[src/rtl/nnis_pkg.sv]
`timescale 1ns / 1ps
// ----------------------------------------------------------------------------
// nnis_pkg
// Shared types, widths and helpers of the nearest-neighbor image scaler.
// ----------------------------------------------------------------------------
package nnis_pkg;

	// default parameter values of the top level
	localparam int DEF_MAX_WIDTH    = 256;
	localparam int DEF_MAX_HEIGHT   = 256;
	localparam int DEF_CHANNEL_BITS = 8;

	// field widths
	localparam int DIM_W   = 9;                // in_width, in_height
	localparam int ODIM_W  = 13;               // out_width, out_height
	localparam int COORD_W = 12;               // out_row, out_col
	localparam int NUM_W   = COORD_W + DIM_W;  // coordinate times source size
	localparam int QUOT_W  = DIM_W;            // source row / column
	localparam int DSH_W   = ODIM_W + QUOT_W - 1;
	localparam int CMP_W   = (NUM_W > DSH_W) ? NUM_W : DSH_W;
	localparam int STEP_W  = $clog2(QUOT_W);

	// configuration port
	localparam int PADDR_W   = 4;
	localparam int PDATA_W   = 32;
	localparam int REG_IDX_W = 2;
	localparam logic [REG_IDX_W-1:0] REG_IN_WIDTH   = 2'd0;
	localparam logic [REG_IDX_W-1:0] REG_IN_HEIGHT  = 2'd1;
	localparam logic [REG_IDX_W-1:0] REG_OUT_WIDTH  = 2'd2;
	localparam logic [REG_IDX_W-1:0] REG_OUT_HEIGHT = 2'd3;

	localparam logic [DIM_W-1:0]  RST_IN_DIM  = DIM_W'(256);
	localparam logic [ODIM_W-1:0] RST_OUT_DIM = ODIM_W'(256);

	// input item kind
	localparam logic KIND_LOAD  = 1'b0;
	localparam logic KIND_FETCH = 1'b1;

	localparam int QUEUE_DEPTH = 4;

	typedef struct packed {
		logic [DIM_W-1:0]  in_w;
		logic [DIM_W-1:0]  in_h;
		logic [ODIM_W-1:0] out_w;
		logic [ODIM_W-1:0] out_h;
	} cfg_t;

	localparam int CMD_KIND_W = 2;
	typedef enum logic [CMD_KIND_W-1:0] {
		CMD_LOAD  = 2'd0,
		CMD_FETCH = 2'd1,
		CMD_ERR   = 2'd2
	} cmd_kind_t;

	// source size forced into 1..maxv
	function automatic logic [DIM_W-1:0] clamp_dim(input logic [DIM_W-1:0] v,
			input int unsigned maxv);
		logic [DIM_W-1:0] r;
		r = v;
		if (v == '0)
			r = DIM_W'(1);
		else if (32'(v) > maxv)
			r = DIM_W'(maxv);
		return r;
	endfunction

endpackage

[src/rtl/nnis_front.sv]
`timescale 1ns / 1ps
// ----------------------------------------------------------------------------
// nnis_front
// Accepts items, keeps the load address, checks fetch coordinates and forms
// the scaled numerators, then queues one command per item.
// ----------------------------------------------------------------------------
module nnis_front import nnis_pkg::*; #(
	parameter int MAX_WIDTH    = DEF_MAX_WIDTH,
	parameter int MAX_HEIGHT   = DEF_MAX_HEIGHT,
	parameter int CHANNEL_BITS = DEF_CHANNEL_BITS,
	localparam int DEPTH  = MAX_WIDTH * MAX_HEIGHT,
	localparam int ADDR_W = (DEPTH > 1) ? $clog2(DEPTH) : 1,
	localparam int CMDV_W = CMD_KIND_W + ADDR_W + 3 * CHANNEL_BITS + 2 * NUM_W
) (
	input  logic                    clk,
	input  logic                    arst_n,
	input  cfg_t                    cfg,
	input  logic                    in_valid,
	output logic                    in_stall,
	input  logic                    kind,
	input  logic [CHANNEL_BITS-1:0] load_red,
	input  logic [CHANNEL_BITS-1:0] load_green,
	input  logic [CHANNEL_BITS-1:0] load_blue,
	input  logic                    load_first,
	input  logic [COORD_W-1:0]      out_row,
	input  logic [COORD_W-1:0]      out_col,
	input  logic                    q_full,
	output logic                    q_push,
	output logic [CMDV_W-1:0]       q_data
);

	logic [ADDR_W-1:0] load_addr_q;
	logic [ADDR_W-1:0] wr_addr;
	logic [DIM_W-1:0]  iw, ih;
	logic [NUM_W-1:0]  num_row, num_col;
	logic              err;
	cmd_kind_t         cmd;

	assign in_stall = q_full;
	assign q_push   = in_valid && !q_full;

	assign wr_addr = load_first ? '0 : load_addr_q;

	always_ff @(posedge clk or negedge arst_n) begin
		if (!arst_n) begin
			load_addr_q <= '0;
		end else if (q_push && kind == KIND_LOAD) begin
			load_addr_q <= (wr_addr == ADDR_W'(DEPTH - 1)) ? '0 : wr_addr + 1'b1;
		end
	end

	assign iw = clamp_dim(cfg.in_w, MAX_WIDTH);
	assign ih = clamp_dim(cfg.in_h, MAX_HEIGHT);

	assign err = (cfg.out_w == '0) || (cfg.out_h == '0) ||
		(ODIM_W'(out_row) >= cfg.out_h) || (ODIM_W'(out_col) >= cfg.out_w);

	assign num_row = NUM_W'(out_row) * NUM_W'(ih);
	assign num_col = NUM_W'(out_col) * NUM_W'(iw);

	always_comb begin
		if (kind == KIND_LOAD)
			cmd = CMD_LOAD;
		else if (err)
			cmd = CMD_ERR;
		else
			cmd = CMD_FETCH;
	end

	assign q_data = {cmd, wr_addr, load_red, load_green, load_blue, num_row, num_col};

endmodule

[config.mk]
export PLATFORM = sky130hd
export DESIGN_NAME = nnis_front
export DESIGN_NICKNAME = d
export VERILOG_FILES = /design/src/rtl/nnis_pkg.sv /design/src/rtl/nnis_front.sv
export SDC_FILE = /design/constraint.sdc
export NUM_CORES = 1
export LEC_CHECK = 0
export BUFFER_PORTS_ARGS = -buffer_cell sky130_fd_sc_hd__buf_2
export CORE_MARGIN = 1.5
export CORE_UTILIZATION = 53
export DETAILED_ROUTE_END_ITERATION = 8
export PLACE_DENSITY = 0.92
export SYNTH_ARGS = -nofsm -noshare
export SYNTH_HDL_FRONTEND = slang
export SYNTH_SLANG_ARGS = --single-unit
[constraint.sdc]
create_clock -name clk -period 6.35 [get_ports clk]
set_input_delay 0.9525 -clock clk [delete_from_list [all_inputs] [get_ports clk]]
set_output_delay 0.9525 -clock clk [all_outputs]
set_load 0.005 [all_outputs]
# Word-level counts from Yosys, hierarchy flattened
# Cells that the tools add are included.
[word_totals] inputBits=98 wordCells=28 ff_bits=16
[op_classes] bitwise_logic=1 magnitude_cmp=4 muxes=8 n_eq_ne=1 n_reduce_logical=10 n_mul=2 add_sub_neg=1
[op_table] operator="12-bit by 9-bit multiplier with 21-bit output" count=2
[op_table] operator="9-bit two-way mux" count=4
[op_table] operator="16-bit two-way mux" count=2
[op_table] operator="12-bit by 13-bit greater-or-equal comparator with 1-bit output" count=2
[op_table] operator="13-bit zero test" count=2
[op_table] operator="9-bit > comparator (second input constant)" count=2
[op_table] operator="9-bit zero test" count=2
[op_table] operator="16-bit by 1-bit adder with 16-bit output (second input constant)" count=1
[op_table] operator="16-bit equality test (second input constant)" count=1
[op_table] operator="2-bit two-way mux" count=2
[op_table] operator="1-bit logical OR" count=3
[op_table] operator="1-bit logical AND" count=2
[op_table] operator="1-bit zero test" count=1
[op_table] operator="1-bit NOT" count=1

# Longest topological paths before layout
[logic_depth] word_depth=6 ltp_mapped=21 depth_no_buf=20

# Worst setup path after synthesis
# No wires, ideal clock.
[synth_timing] path_type="input to output" from="input cfg[30] (netlist name)" to="output q_data[41]" cell_stages=18 arrival_ns=5.332 slack_ns=0.066 t_required_ns=5.398 path_cell_list="nor4_1 > a21oi_1 > nor2_1 > clkbuf_1 > nand2_1 > fa_1 > inv_1 > fa_1 > fa_1 > inv_1 > fa_1 > inv_1 > ha_1 > a2111oi_4 > a21oi_2 > o41ai_4 > nor2_1 > a211oi_2"
[synth_between] elab_chain_cells=4
[synth_lines] item="from (decl)" line="nnis_front.sv:17" rtl="input cfg_t cfg,"
[synth_lines] item="9-bit > comparator" line="nnis_pkg.sv:62" rtl="else if (32'(v) > maxv)"
[synth_lines] item="9-bit two-way mux" line="nnis_pkg.sv:62"
[synth_lines] item="9-bit two-way mux *" line="nnis_pkg.sv:60" rtl="if (v == '0)"
[synth_lines] item="12-bit by 9-bit multiplier with 21-bit output *" line="nnis_front.sv:58" rtl="assign num_row = NUM_W'(out_row) * NUM_W'(ih);"
[synth_lines] item="to (decl)" line="nnis_front.sv:29" rtl="output logic [CMDV_W-1:0] q_data"
# Every way passes the cells marked *; elsewhere a longest branch is shown, timed or not.

# Final worst setup path
[layout_timing] from="input cfg[34] (netlist name)" to="output q_data[39]"
# Same word-level chain as after synthesis.

==> results summary <==
The post-route cell area came out at around 0.011 mm2. The CTS sink count is 16. In this run the cell area measured after placement is 0.0100 mm2. Entering global routing, the biggest net connects 25 pins.

The worst hold path was traced through 2 stages. In this run the worst hold path is classified as flop to flop. In the synthesized netlist the dominant register cell turns out to be sky130_fd_sc_hd__dfrtp_1. The area share of the leading cell type in the synthesized netlist came out at 32.3%.

Measured along the x axis, the die boundary spans 132 um. The smallest clock period supported by the final layout is computed as 6.45 ns. The setup check on the worst reg-to-reg path leaves a slack of 3.89 ns. Setup repair after global routing could not meet its margin everywhere. The vias after detailed routing came out at around 8000. Synthesis handed over a netlist of 1079 instances.

The cell at the slowest stage of the critical path is sky130_fd_sc_hd__fa_1. The number of cell instances on the worst register-to-register path is 8. The number of global-route vias before repair came out at 8371. The register with the most flip-flops in the layout has 16 of them. The switching share of power came out at between 40% and 50%. For this run, design rule violations remaining after detail routing come to 0. For this run, the post-layout net count is 1604.

The clock tree from TritonCTS is done. Overall power consumption after layout is estimated at 2.20 mW. The die covers approximately 0.017 mm2. The tool flagged a number of max-cap violations equal to 0. The type of the setup path with the least slack is input pin to output pin.

The standard cell core area is between 0.015 and 0.02 mm2. The reported leakage power is 5.81 nW. The final RePlAce weighted congestion came out at approximately 0.91. The number of slew-limit violations in the final report is 0. The compound-cell area share of the yosys netlist is 9.93%.

The count of nets left with antenna violations once routing finished came out at 0. The total number of yosys warnings is 0. The count of endpoints failing hold in the final timing report is 0. The checks that failed: negative setup slack.

The number of DRC markers in iteration 0 is 485. The signed area change from the synthesized netlist to the final layout came out at 23.3%. The number of fill cells in the layout is 1110. The endpoint kind of the worst setup timing path is an output pin. Clock-pin slew was measured on the worst setup and hold paths at 0.05 ns. The post-route netlist has 26.6% of its cells at a drive strength greater than 1. The startpoint of the worst register-to-register path is load_addr_q[0]. The worst path required time is 5.40 ns. The total congestion overflow after global routing is 0. The synthesized net count is approximately 1400. The worst setup path is launched from an input pin. The first-pass detailed-route iteration total came out at 7. The worst supply voltage drop on vdd is a little under 300 uV. Across all setup checks in the final design, the least slack found is -0.101 ns. Hold is met by 0.503 ns. Of the synthesized area, sequential elements account for under 10%. After floorplanning, the core was divided into 46 placement rows. The timing-limited maximum frequency is 0.155 GHz. The worst slew margin relative to its limit is 56.3%. The flow ran to the end, but the final reports show violations. The critical path's largest stage delay is 0.55 ns. The number of antenna violations at the first check in global routing came to 2.

The clock network latency to the later pin of the worst-skew pair is 0.25 ns. The fraction of power consumed by combinational cells came out at 89.4%. The number of buffers on the longest clock path is 2. In this run the number of H-tree levels came out at 1. The final critical path takes up 102% of the cycle. The worst-case hold path end point is load_addr_q[7]. The number of synthesized flops with an enable pin came out at 0. In this run the clock root is driven by a sky130_fd_sc_hd__clkbuf_16. The number of setup violations in the final report is 7. The number of buffers and inverters on the critical path is 8.

Dividing the detail-routed via count by the number of cells gives 5.44. The post-DP HPWL came out at 18.5 mm. On the final layout, the worst clock skew is 0.00267 ns. The count of state elements after synthesis is 16.

The endpoint of the worst-slack reg-to-reg timing path is load_addr_q[9]. The share of synthesized cell area in and, or, nand and nor gates came out at about 22%. More flip-flops sit in one register than any other, and that register is load_addr_q. After synthesis the cells add up to 0.00881 mm2. For this configuration, the core starts out at a cell density of between 50% and 60%.

The average size of a mapped cell is 8.16 um2. The total wire length after detailed routing came out at 24.6 mm. The total CTS buffers came out at 3. The critical path goes through buf_4 -> buf_8 -> nor2b_4 -> clkdlybuf4s15_2 -> and2_1 -> fa_1 -> fa_1 -> fa_1 -> inv_1 -> fa_1 -> inv_1 -> ha_1 -> a21oi_1 -> o21ai_0 -> buf_4 -> o41ai_4 -> buf_4 -> xnor2_2 -> buf_2. The number of different library cells used by synthesis comes to 55. After Yosys synthesis, full adders, half adders and majority gates account for 47.5% of the synthesized area. The largest fanout of any net on the critical path came out at 5.

The post-synthesis async set-or-reset flop share came out at 100%. The largest total area in the synthesized netlist belongs to sky130_fd_sc_hd__fa_1. Cell internal power was estimated by the tool at 1.14 mW.

The data arrival at the endpoint of the critical path came out at between 5 and 6 ns. The measured slew at the worst slew-check pin is 0.649 ns. Power spread over the standard cell area amounts to 202 mW/mm2. The die height came out at 132 um.

The wire length of the first global-routing pass came out at ~39 mm. Summed over all nets, the switching power comes to 1.06 mW. The startpoint identified for the worst hold timing path is load_addr_q[7].

In the final layout, the registers with the most flip-flops are load_addr_q: 16 flops. The share of total power in sequential cells is 5.0%. In this design, the critical path's most frequently occurring cell is sky130_fd_sc_hd__fa_1.

Global routing used 27.1% of the available tracks. On the critical path the largest part of the delay comes from adder cells. The average wire per standard cell is 16.7 um. Sorting the synthesized cells by area gives the leading types as sky130_fd_sc_hd__fa_1 32%, sky130_fd_sc_hd__ha_1 15%, sky130_fd_sc_hd__inv_1 9.6%, sky130_fd_sc_hd__and2_1 8.3%, sky130_fd_sc_hd__nand2_1 5.7%.

The share of total power dissipated in the clock network is 5.6%. The share of the core filled with cells came out at 67.6%. During I/O placement, the number of pins put on the boundary was 184.

In this run the tool buffered the top-level ports with 135 buffer cells. The share of the synthesized netlist area taken by xor and xnor gates came out at 3.38%. The setup TNS came out at -0.451 ns. The mux cell area share after synthesis came out at 0%. The main combinational cell family by area after synthesis is adder cells.
-- area by class of cell --
cell class	count	area [um2]	area share, %
inverters	225	845	7.78
multi-input cells	780	7780	71.7
repair buffers	231	1480	13.7
diodes	1	2.50	0.0230
flip-flops and latches	16	400	3.69
well taps	216	270	2.49
clock buffers	3	75.1	0.691
-- cells by family (layout without fill, tap and decap cells) --
kind of cell / after synthesis / count (layout)
buffers and inverters: 283 / 459
and+or+nand+nor: 371 / 371
xor gates and xnor gates: 34 / 34
adders and majority gates: 249 / 249
DFF: 16 / 16
other: 0 / 1
AOI/OAI and AO/OA: 126 / 126
-- power groups by stage --
| stage | clock network (mW) | logic [mW] | registers [mW] |
|---|---|---|---|
| floorplan | 0 | 0.971 | 0.110 |
| global placement | 0 | 1.53 | 0.111 |
| detailed placement | 0 | 1.59 | 0.112 |
| CTS | 0.123 | 1.72 | 0.110 |
| global route | 0.129 | 2.14 | 0.111 |
| finish | 0.122 | 1.96 | 0.110 |
-- Yosys cell counts, types with 3 or more instances --
cell and instances:
sky130_fd_sc_hd__ha_1 107, sky130_fd_sc_hd__nand2_1 134, sky130_fd_sc_hd__buf_1 8, sky130_fd_sc_hd__nand4_1 6, sky130_fd_sc_hd__a21o_1 8, sky130_fd_sc_hd__a211oi_1 6
sky130_fd_sc_hd__nand2b_1 5, sky130_fd_sc_hd__xor2_1 11, sky130_fd_sc_hd__nor3_1 11, sky130_fd_sc_hd__nor2_1 32, sky130_fd_sc_hd__xnor2_1 23, sky130_fd_sc_hd__dfrtp_1 16
sky130_fd_sc_hd__and2_1 117, sky130_fd_sc_hd__and4b_1 3, sky130_fd_sc_hd__a21oi_1 35, sky130_fd_sc_hd__fa_1 142, sky130_fd_sc_hd__o21ai_0 35, sky130_fd_sc_hd__a31oi_1 3
sky130_fd_sc_hd__inv_1 225, sky130_fd_sc_hd__nor4_1 8, sky130_fd_sc_hd__nand3_1 13, sky130_fd_sc_hd__o211ai_1 6, sky130_fd_sc_hd__buf_4 25, sky130_fd_sc_hd__o31ai_1 3
sky130_fd_sc_hd__o21a_1 6, sky130_fd_sc_hd__nor2b_1 33, sky130_fd_sc_hd__and3_1 4, sky130_fd_sc_hd__clkbuf_1 23
-- worst max-delay path by stage --
stage	start	to	slack, ns	depth (start not counted)
floorplan	cfg[30]	q_data[41]	0.07	18
global placement	cfg[40]	q_data[20]	-0.46	21
detailed placement	cfg[40]	q_data[20]	-0.59	21
CTS	cfg[34]	q_data[40]	-0.006	20
global route	cfg[34]	q_data[41]	-0.27	19
finish	cfg[34]	q_data[39]	-0.10	19
-- tightest hold or removal path, stage by stage, from the launching register on --
cell,delay (ns)
sky130_fd_sc_hd__dfrtp_1,0.36
sky130_fd_sc_hd__nand2_1,0.05
sky130_fd_sc_hd__o21ai_0,0.06
-- layer usage --
metal	part of all wire, %	vias to the layer above	global-route usage, %
li1	-	3686	-
met1	38	3890	31.9
met2	53	358	51.3
met3	6.2	71	3.65
met4	2.6	2	7.35
met5	0.057	-	0
-- per-stage QoR --
step / worst slack [ns] / std cells
final: -0.101 / 1472
after global routing: -0.266 / 1472
after CTS: -0.00552 / 1464
after detailed placement: -0.588 / 1449
after global placement: -0.461 / 1449
after floorplan: 0.0659 / 1079
-- placed cells by master, fill, tap and decap left out, types with 24 or more instances in the layout --
master and instances:
sky130_fd_sc_hd__nor2b_1 24, sky130_fd_sc_hd__nand2_1 125, sky130_fd_sc_hd__buf_4 87, sky130_fd_sc_hd__fa_1 138
sky130_fd_sc_hd__nor2_1 27, sky130_fd_sc_hd__inv_1 211, sky130_fd_sc_hd__and2_1 117, sky130_fd_sc_hd__buf_2 129
sky130_fd_sc_hd__o21ai_0 27, sky130_fd_sc_hd__ha_1 89
-- repair_timing --
action	CTS	global route
setup endpoints to repair	20	19
buffers inserted	11	7
resized for setup	59	81
hold buffers	0	0
pin swaps	34	75
gates cloned	1	0
Note: power is estimated with default switching activity, not from simulation.
