===== src/rtl/nnis_pkg.sv =====
`timescale 1ns / 1ps
// ----------------------------------------------------------------------------
// nnis_pkg
// Shared types, widths and helpers of the nearest-neighbor image scaler.
// ----------------------------------------------------------------------------
package nnis_pkg;

	// default parameter values of the top level
	localparam int DEF_MAX_WIDTH    = 256;
	localparam int DEF_MAX_HEIGHT   = 256;
	localparam int DEF_CHANNEL_BITS = 8;

	// field widths
	localparam int DIM_W   = 9;                // in_width, in_height
	localparam int ODIM_W  = 13;               // out_width, out_height
	localparam int COORD_W = 12;               // out_row, out_col
	localparam int NUM_W   = COORD_W + DIM_W;  // coordinate times source size
	localparam int QUOT_W  = DIM_W;            // source row / column
	localparam int DSH_W   = ODIM_W + QUOT_W - 1;
	localparam int CMP_W   = (NUM_W > DSH_W) ? NUM_W : DSH_W;
	localparam int STEP_W  = $clog2(QUOT_W);

	// configuration port
	localparam int PADDR_W   = 4;
	localparam int PDATA_W   = 32;
	localparam int REG_IDX_W = 2;
	localparam logic [REG_IDX_W-1:0] REG_IN_WIDTH   = 2'd0;
	localparam logic [REG_IDX_W-1:0] REG_IN_HEIGHT  = 2'd1;
	localparam logic [REG_IDX_W-1:0] REG_OUT_WIDTH  = 2'd2;
	localparam logic [REG_IDX_W-1:0] REG_OUT_HEIGHT = 2'd3;

	localparam logic [DIM_W-1:0]  RST_IN_DIM  = DIM_W'(256);
	localparam logic [ODIM_W-1:0] RST_OUT_DIM = ODIM_W'(256);

	// input item kind
	localparam logic KIND_LOAD  = 1'b0;
	localparam logic KIND_FETCH = 1'b1;

	localparam int QUEUE_DEPTH = 4;

	typedef struct packed {
		logic [DIM_W-1:0]  in_w;
		logic [DIM_W-1:0]  in_h;
		logic [ODIM_W-1:0] out_w;
		logic [ODIM_W-1:0] out_h;
	} cfg_t;

	localparam int CMD_KIND_W = 2;
	typedef enum logic [CMD_KIND_W-1:0] {
		CMD_LOAD  = 2'd0,
		CMD_FETCH = 2'd1,
		CMD_ERR   = 2'd2
	} cmd_kind_t;

	// source size forced into 1..maxv
	function automatic logic [DIM_W-1:0] clamp_dim(input logic [DIM_W-1:0] v,
			input int unsigned maxv);
		logic [DIM_W-1:0] r;
		r = v;
		if (v == '0)
			r = DIM_W'(1);
		else if (32'(v) > maxv)
			r = DIM_W'(maxv);
		return r;
	endfunction

endpackage


===== src/rtl/nnis_queue.sv =====
`timescale 1ns / 1ps
// ----------------------------------------------------------------------------
// nnis_queue
// Small first-in first-out command queue between front and back.
// ----------------------------------------------------------------------------
module nnis_queue import nnis_pkg::*; #(
	parameter int WIDTH = 8,
	parameter int DEPTH = QUEUE_DEPTH,
	localparam int PTR_W = (DEPTH > 1) ? $clog2(DEPTH) : 1,
	localparam int CNT_W = $clog2(DEPTH + 1)
) (
	input  logic             clk,
	input  logic             arst_n,
	input  logic             push,
	input  logic [WIDTH-1:0] push_data,
	input  logic             pop,
	output logic [WIDTH-1:0] head,
	output logic             full,
	output logic             empty
);

	logic [WIDTH-1:0] slot_q [DEPTH];
	logic [PTR_W-1:0] wr_ptr_q, rd_ptr_q;
	logic [CNT_W-1:0] count_q;

	assign full  = (count_q == CNT_W'(DEPTH));
	assign empty = (count_q == '0);
	assign head  = slot_q[rd_ptr_q];

	always_ff @(posedge clk) begin
		if (push)
			slot_q[wr_ptr_q] <= push_data;
	end

	always_ff @(posedge clk or negedge arst_n) begin
		if (!arst_n) begin
			wr_ptr_q <= '0;
			rd_ptr_q <= '0;
			count_q  <= '0;
		end else begin
			if (push)
				wr_ptr_q <= (wr_ptr_q == PTR_W'(DEPTH - 1)) ? '0 : wr_ptr_q + 1'b1;
			if (pop)
				rd_ptr_q <= (rd_ptr_q == PTR_W'(DEPTH - 1)) ? '0 : rd_ptr_q + 1'b1;
			if (push && !pop)
				count_q <= count_q + 1'b1;
			else if (pop && !push)
				count_q <= count_q - 1'b1;
		end
	end

endmodule


===== config.mk =====
export PLATFORM = sky130hd
export DESIGN_NAME = nnis_queue
export DESIGN_NICKNAME = d
export VERILOG_FILES = /design/src/rtl/nnis_pkg.sv /design/src/rtl/nnis_queue.sv
export SDC_FILE = /design/constraint.sdc
export NUM_CORES = 1
export LEC_CHECK = 0
export ABC_AREA = 1
export BUFFER_PORTS_ARGS = -buffer_cell sky130_fd_sc_hd__buf_2
export CORE_ASPECT_RATIO = 0.75
export CORE_UTILIZATION = 56
export DETAILED_ROUTE_END_ITERATION = 12
export PLACE_DENSITY = 0.78
export SLEW_MARGIN = 20
export SYNTH_ARGS = -nofsm -noshare
export SYNTH_HDL_FRONTEND = slang
export SYNTH_SLANG_ARGS = --single-unit
export TNS_END_PERCENT = 100

===== constraint.sdc =====
create_clock -name clk -period 1.4 [get_ports clk]
set_input_delay 0.28 -clock clk [delete_from_list [all_inputs] [get_ports clk]]
set_output_delay 0.28 -clock clk [all_outputs]
set_load 0.005 [all_outputs]

# Word level (Yosys, flattened, before mapping)
# Memory sizes are Yosys's and may differ from the RTL's.
# Index checks and enable logic that the tools add are counted.
[totals] in_bits=12 reg_bits=7 ram_bits=32 out_inout_bits=10 n_memories=1 wordCells=23
[mem_list] name="slot_q" words=4 width=8 read_ports=1 rd_ports_with_merged_regs=0 write_ports=1 line_no="nnis_queue.sv:22" text="logic [WIDTH-1:0] slot_q [DEPTH];"
[classes] eq_ne=3 n_reduce_logical=6 add_sub_neg=4 n_mux=6
[ops] cell="$mux 3" count=2
[ops] cell="$add 2x1->2 const B" count=2
[ops] cell="$eq 2x2->1 const B" count=2
[ops] cell="$mux 2" count=2
[ops] cell="$add 3x1->3 const B" count=1
[ops] cell="$eq 3x3->1 const B" count=1
[ops] cell="$logic_not 3->1" count=1
[ops] cell="$sub 3x1->3 const B" count=1
[ops] cell="$logic_and 1x1->1" count=2
[ops] cell="$logic_not 1->1" count=2
[ops] cell="$mux 1" count=2
[ops] cell="$reduce_bool 2->1" count=1

# Logic depth before layout (Yosys ltp)
# Gate-level depths: netlist of run 1.
[logic_depth] ltp_word=4 mapped_depth=9 depth_no_buf=9

# Least setup slack after synthesis of run 1
# Ideal clock, no wire load.
[synth_timing] path_kind="input -> register" startpoint="in pop" endpoint="reg count_q[2]" setup_time_ps=117 n_path_buf=0 t_arrival_ps=1122 cell_stages=8 required_time_ps=1283 slack_ps=161 path_cell_list="inv_1 > ha_1 > inv_1 > fa_1 > nand2_1 > nand3_1 > nand2_1 > nand2_1"
[synth_via] elab_chain_cells=3 word_cells_on_any_way=5 classes_between="mux (1); reduce/logical (4)"
[synth_rtl] item="start, declared" line_no="nnis_queue.sv:16" text="input logic pop,"
[synth_rtl] item="$logic_not 1->1" line_no="nnis_queue.sv:45" text="if (push && !pop)"
[synth_rtl] item="$logic_and 1x1->1" line_no="nnis_queue.sv:45"
[synth_rtl] item="$mux 3 or $reduce_bool 2->1 (tied branches)"
[synth_rtl] item="end signal, assigned" line_no="nnis_queue.sv:46" text="count_q <= count_q + 1'b1;"
[synth_rtl] item="end signal, assigned" line_no="nnis_queue.sv:48" text="count_q <= count_q - 1'b1;"
[synth_rtl] item="end, declared" line_no="nnis_queue.sv:24" text="logic [CNT_W-1:0] count_q;"
# Parallel ways exist; a longest one is shown, timed or not.
# A chain may end at the register's enable or synchronous reset.

# Final worst setup path of run 1
[layout_timing] startpoint="reg rd_ptr_q[0]" endpoint="out head[5]"
[layout_via] elab_chain_cells=1
[layout_rtl] item="start, declared" line_no="nnis_queue.sv:23" text="logic [PTR_W-1:0] wr_ptr_q, rd_ptr_q;"
[layout_rtl] item="start signal, assigned" line_no="nnis_queue.sv:44" text="rd_ptr_q <= (rd_ptr_q == PTR_W'(DEPTH - 1)) ? '0 : rd_ptr_q + 1'b1;"
[layout_rtl] item="$mem_v2 4x8"
[layout_rtl] item="end, declared" line_no="nnis_queue.sv:17" text="output logic [WIDTH-1:0] head,"
# No other way between the ends.

==> results of run 1 <==
[cell families after synthesis]
logic type | count (synthesis) | synth area share, %
AO/OA/AOI/OAI | 21 | 8.52
XOR/XNOR | 1 | 0.514
adder cells (fa/ha/maj) | 7 | 5.58
buffers and inverters | 33 | 8.82
flip-flops | 39 | 66.7
AND/OR/NAND/NOR | 43 | 9.85
[layout by cell type, fill, tap and decap left out]
master and count:
nand2_1 32, edfxtp_1 32, inv_1 27, buf_2 23, o211ai_1 16, dfrtp_1 7
nand2_2 6, ha_1 6, clkbuf_8 5, o21ai_0 4, buf_4 4, buf_12 3
buf_6 3, inv_2 2, nor3_1 2, clkinv_1 2, xnor2_1 1, a21oi_1 1
nor2_1 1, nand3_1 1, nand4_1 1, fa_1 1, clkbuf_1 1, dlygate4sd3_1 1
[critical path, cell delays in order, from the launching register on]
cell,delay [ns]
dfrtp_1,0.39
inv_2,0.12
buf_6,0.14
nand2_2,0.05
o211ai_1,0.09
nand2_1,0.07
buf_2,0.13
[how the worst min path moves through the flow]
stage	startpoint	to	slack (ns)
after detailed placement	arst_n	wr_ptr_q[1]$_DFFE_PN0P_	0.13
after floorplan	arst_n	count_q[0]$_DFFE_PN0P_	-0.02
final	push_data[2]	slot_q[3][2]$_DFFE_PP_	0.21
after global placement	arst_n	wr_ptr_q[1]$_DFFE_PN0P_	0.12
after CTS	push_data[4]	slot_q[2][4]$_DFFE_PP_	0.20
after global routing	push_data[2]	slot_q[1][2]$_DFFE_PP_	0.20
[metrics by stage]
stage	cell area [um^2]	instances	TNS, ns	hold slack, ns
finish	2050	218	-1.05	0.210
global route	2050	218	-1.73	0.199
floorplan	1700	144	0	-0.0156
global placement	1920	206	0	0.118
CTS	2040	217	-1.07	0.202
detailed placement	1920	206	-0.00797	0.126
[synthesized netlist by cell type]
cell       n  area share [%]
nand2_1   38             8.4
a21oi_1    1            0.29
dfrtp_1    7              10
buf_4      1            0.44
fa_1       1             1.2
xnor2_1    1            0.51
nor3_1     2            0.59
inv_1     27             6.0
o21ai_0    4             1.2
nand4_1    1            0.37
o211ai_1  16             7.1
ha_1       6             4.4
nand3_1    1            0.29
edfxtp_1  32              56
inv_2      2            0.44
nor2_1     1            0.22
buf_6      3             2.0
[flip-flops by register name, summed over array words and instances (netlist names)]
name	cells
wr_ptr_q	2
slot_q	32
rd_ptr_q	2
count_q	3
[routing by layer]
metal / up-vias / wire length [um] / track usage [%]
met2: 26 / 1460 / 36.4
li1: 557 / - / -
met1: 521 / 1230 / 24.3
met5: - / 0 / 0
met4: 0 / 29 / 5.80
met3: 5 / 116 / 4.86
[what timing repair did]
| action | in CTS | in global routing |
|---|---|---|
| hold endpoints to repair | 7 | 0 |
| gates cloned | 1 | 1 |
| resized for setup | 8 | 1 |
| setup buffers | 1 | 0 |
| endpoints found under the setup margin | 8 | 8 |
| pin swaps | 2 | 2 |
| hold buffers | 1 | 0 |
[where the power goes]
part,internal (mW),switching [mW],total (mW),leakage (nW)
registers,1.54,0.164,1.71,0.378
clock network,0.339,0.340,0.679,0.0403
logic,0.628,0.737,1.36,0.514
total,2.51,1.24,3.75,0.933
[area by class of cell]
| class | count | area [um^2] | area share, % |
|---|---|---|---|
| Timing Repair Buffer | 34 | 249 | 12.1 |
| Clock buffer | 6 | 72.6 | 3.54 |
| Multi-Input combinational cell | 72 | 432 | 21.0 |
| Tap cell | 36 | 45.0 | 2.20 |
| Inverter | 29 | 109 | 5.31 |
| Sequential cell | 39 | 1140 | 55.4 |
| Clock inverter | 2 | 7.51 | 0.366 |
==> results.cfg, run 1 <==
[drt]
vias_per_cell = 5.09
post_drt_wl_per_cell_um = 13.0
drcViolationCount = 0
drt_iter0_drc = 39
vias = 1109
wl_mm = 2.84
antenna_left = 0
drt_pass1_iterations = 4

[run_status]
outcome = complete, but fails checks
violations = setup timing

[sta]
relSlewSlack_pct = 76.0
worst_slew_pin_slew_ns = 0.360
post-route-min-period_ns = 1.55
max_freq_ghz = 0.645
fin_ws_ns = -0.151
skew_ns = 0.00379
min_period_over_period_pct = 111
hold_viol_final = 0
slew_violations = 0
setup-violations-final = 8
rsz0062_at_grt = yes

[clock_network]
clock_latency_ns = 0.28
cts_tree = yes
numCtsBuffers = 5
htree_levels = 2
clock-sinks = 39
root_buffer = clkbuf_8
clk_path_buf_depth = 2
clkSlewWorstSetupHoldPaths_ns = 0.07

[worst_setup_path]
crit_path_end = head[5]
crit_start = rd_ptr_q[0]$_DFFE_PN0P_
cp.required_ns = 1.12
worst_setup_path_start_kind = register
crit_path_end_kind = output pin
reg2reg_slack_ns = 0.12
cp_max_fo = 7
r2r_cells = 3
arrival_ns = 1.27
rr_endpoint = slot_q[3][2]$_DFFE_PP_
worstSetupPathType = register to output pin
r2r_start = wr_ptr_q[0]$_DFFE_PN0P_

[die]
chipWidth_um = 65.7
start_util_pct = 62.1
io_pins = 22
dieHeight_um = 49.8
rows = 16
core_area_um2 = 2740
dieArea_um2 = 3270

[final_layout]
drive_gt1_share_pct = 25.3
fin_util_pct = 74.8
syn_to_final_growth_pct = 20.4
nNetsFinal = 200
num-fill-cells = 165
diodes = 0

[global_routing]
grt_overflow_total = 0
antenna_found_initial = 0
grt_usage_pct = 20.4
grt_pass1_wl_mm = 4.70
grt_max_degree = 13
first_global_vias = 1083

[synthesis]
ys_seq_area_share_pct = 66.7
syn_inst = 144
synth_cell_types = 17
ys_ff_latch = 39
synth_warnings = 0
synth.avg_cell_area_um2 = 11.8
syn-cell-area_um2 = 1700
syn-num-nets = 163

[placed_design]
gp_congestion = 0.715
dp_hpwl_mm = 1.91
dpl_worst_slack_ns = -0.00797
io_buffers = 21

[power_and_ir_drop]
power_density_nw_per_um2 = 1830
p_total_mw = 3.75
irDropWorstVdd_mv = 1.05
p_leak_nw = 0.933

[min_path]
hold_path_class = input port to register
hold_depth = 1

[run]
cap_violations = 0
No activity file was read; power rests on OpenSTA's default activity.
==> run 2: changes to the inputs <==
Settings changed: CELL_PAD_IN_SITES_DETAIL_PLACEMENT set to 1, CELL_PAD_IN_SITES_GLOBAL_PLACEMENT set to 2, CORE_UTILIZATION 56 to 37, PLACE_DENSITY 0.78 to 0.76.
==> run 2 against run 1 <==
Non-clock buffer count decreased by 2. Die area up 49%. Critical path depth is the same. Count of clock-buffer cells in the layout fell by 1. Critical path type unchanged. Wire length grew 19%. The run still ends with setup timing left. Largest power group unchanged. Sequential cell count did not move.
==> results.cfg, run 2 (synthesis gave the netlist of run 1 again) <==
[run_status]
outcome = complete, but fails checks
violations = setup timing

[clock_network]
clkSlewWorstSetupHoldPaths_ns = 0.08
clock_latency_ns = 0.30
htree_levels = 2
cts_tree = yes
numCtsBuffers = 5
clk_path_buf_depth = 2
clock-sinks = 39
root_buffer = clkbuf_8

[drt]
post_drt_wl_per_cell_um = 14.4
wl_mm = 3.38
vias_per_cell = 4.87
antenna_left = 0
drt_pass1_iterations = 4
drt_iter0_drc = 68
vias = 1144
drcViolationCount = 0

[placed_design]
gp_congestion = 0.822
place_area_um2 = 1980
dp_hpwl_mm = 2.50
io_buffers = 21

[power_and_ir_drop]
p_leak_nw = 0.958
power_density_nw_per_um2 = 1990
irDropWorstVdd_mv = 1.03
p_total_mw = 4.30

[global_routing]
grt_pass1_wl_mm = 5.61
first_global_vias = 1163
antenna_found_initial = 0
grt_usage_pct = 16.5
grt_max_degree = 18
grt_overflow_total = 0

[final_layout]
diodes = 0
drive_gt1_share_pct = 28.3
final_cell_mix = nand2_1, edfxtp_1, inv_1, buf_2, o211ai_1
nNetsFinal = 198
syn_to_final_growth_pct = 26.7
top_register = slot_q
largest_reg_flops = 32
stdcell_area_um2 = 2160
reg_top3 = slot_q (32), count_q (3)

[sta]
worst_slew_pin_slew_ns = 0.194
max_freq_ghz = 0.634
skew_ns = 0.00295
tns_ns = -1.22
rsz0062_at_grt = yes
min_period_over_period_pct = 113
post-route-min-period_ns = 1.58
setup-violations-final = 8
slew_violations = 0
relSlewSlack_pct = 87.0
fin_ws_ns = -0.176
hold_viol_final = 0

[die]
dieArea_um2 = 4880
io_pins = 22
start_util_pct = 40.3
rows = 20
core_area_um2 = 4230
dieHeight_um = 60.8
chipWidth_um = 80.3

[run]
cap_violations = 0

[worst_setup_path]
reg2reg_slack_ns = 0.14
crit_path_end = head[4]
worst_setup_path_start_kind = register
r2r_cells = 5
crit_path_end_kind = output pin
r2r_start = count_q[0]$_DFFE_PN0P_
cp_max_fo = 17
cp.required_ns = 1.12
rr_endpoint = count_q[2]$_DFFE_PN0P_
crit_start = rd_ptr_q[0]$_DFFE_PN0P_
worstSetupPathType = register to output pin
arrival_ns = 1.30

[min_path]
hold_path_class = input port to register
## run 2: changes by cell type in the layout (fill, tap and decap cells not counted), moves of 2 or more
cell,delta
dfrtp_1,-2
buf_2,-2
clkinv_1,-2
buf_6,-3
bufinv_16,+2
dfrtp_2,+2
buf_12,+3
## run 2: routing by layer
metal | vias up | share of wire (%) | track usage, % | wire [um]
li1 | 552 | - | - | -
met5 | - | 0 | 0 | 0
met4 | 0 | 2.6 | 9.18 | 89
met2 | 31 | 47 | 26.6 | 1590
met1 | 551 | 45 | 20.5 | 1530
met3 | 10 | 4.9 | 4.66 | 166
## run 2: per-stage QoR
step                hold slack [ns]  utilization [%]  instances  setup WS (ns)
floorplan                   -0.0156                -        144          0.161
CTS                           0.192             50.5        235         -0.184
finish                        0.196             51.0        235         -0.176
detailed placement            0.132             46.8        225         -0.126
global route                  0.192             51.0        235         -0.264
global placement              0.126             46.8        225        -0.0177
## run 2: worst max-delay path, cell delays in order, from the launching register on
cell      delay, ns
dfrtp_1        0.39
inv_2          0.10
buf_12         0.15
nand2_1        0.06
o211ai_1       0.08
nand2_1        0.08
buf_2          0.13
## run 2: power breakdown
| part | leakage, nW | total (mW) | internal, mW | switching (mW) |
|---|---|---|---|---|
| clock network | 0.0644 | 1.12 | 0.710 | 0.405 |
| registers | 0.376 | 1.71 | 1.55 | 0.165 |
| logic | 0.517 | 1.48 | 0.690 | 0.786 |
| total | 0.958 | 4.30 | 2.95 | 1.36 |
## run 2: worst min path at each step
stage	end	slack, ns	startpoint	cells past startpoint
3_3_place_gp	wr_ptr_q[1]$_DFFE_PN0P_	0.13	arst_n	1
3_5_place_dp	wr_ptr_q[1]$_DFFE_PN0P_	0.13	arst_n	1
4_1_cts	slot_q[2][2]$_DFFE_PP_	0.19	push_data[2]	1
5_1_grt	slot_q[3][3]$_DFFE_PP_	0.19	push_data[3]	1
2_1_floorplan	count_q[0]$_DFFE_PN0P_	-0.02	arst_n	0
6_report	slot_q[2][2]$_DFFE_PP_	0.20	push_data[2]	1
## run 2: final cells by class
type | count | area [um^2]
Tap cell | 55 | 68.8
Sequential cell | 39 | 1140
Inverter | 29 | 109
Clock inverter | 3 | 67.6
Multi-Input combinational cell | 72 | 439
Fill cell | 447 | 2070
Timing Repair Buffer | 32 | 265
Clock buffer | 5 | 68.8
## run 2: timing repair
item,in CTS,in global routing
hold buffers,1,0
endpoints found under the setup margin,8,10
hold endpoints to repair,7,0
setup buffers,1,0
gates resized for setup,1,9
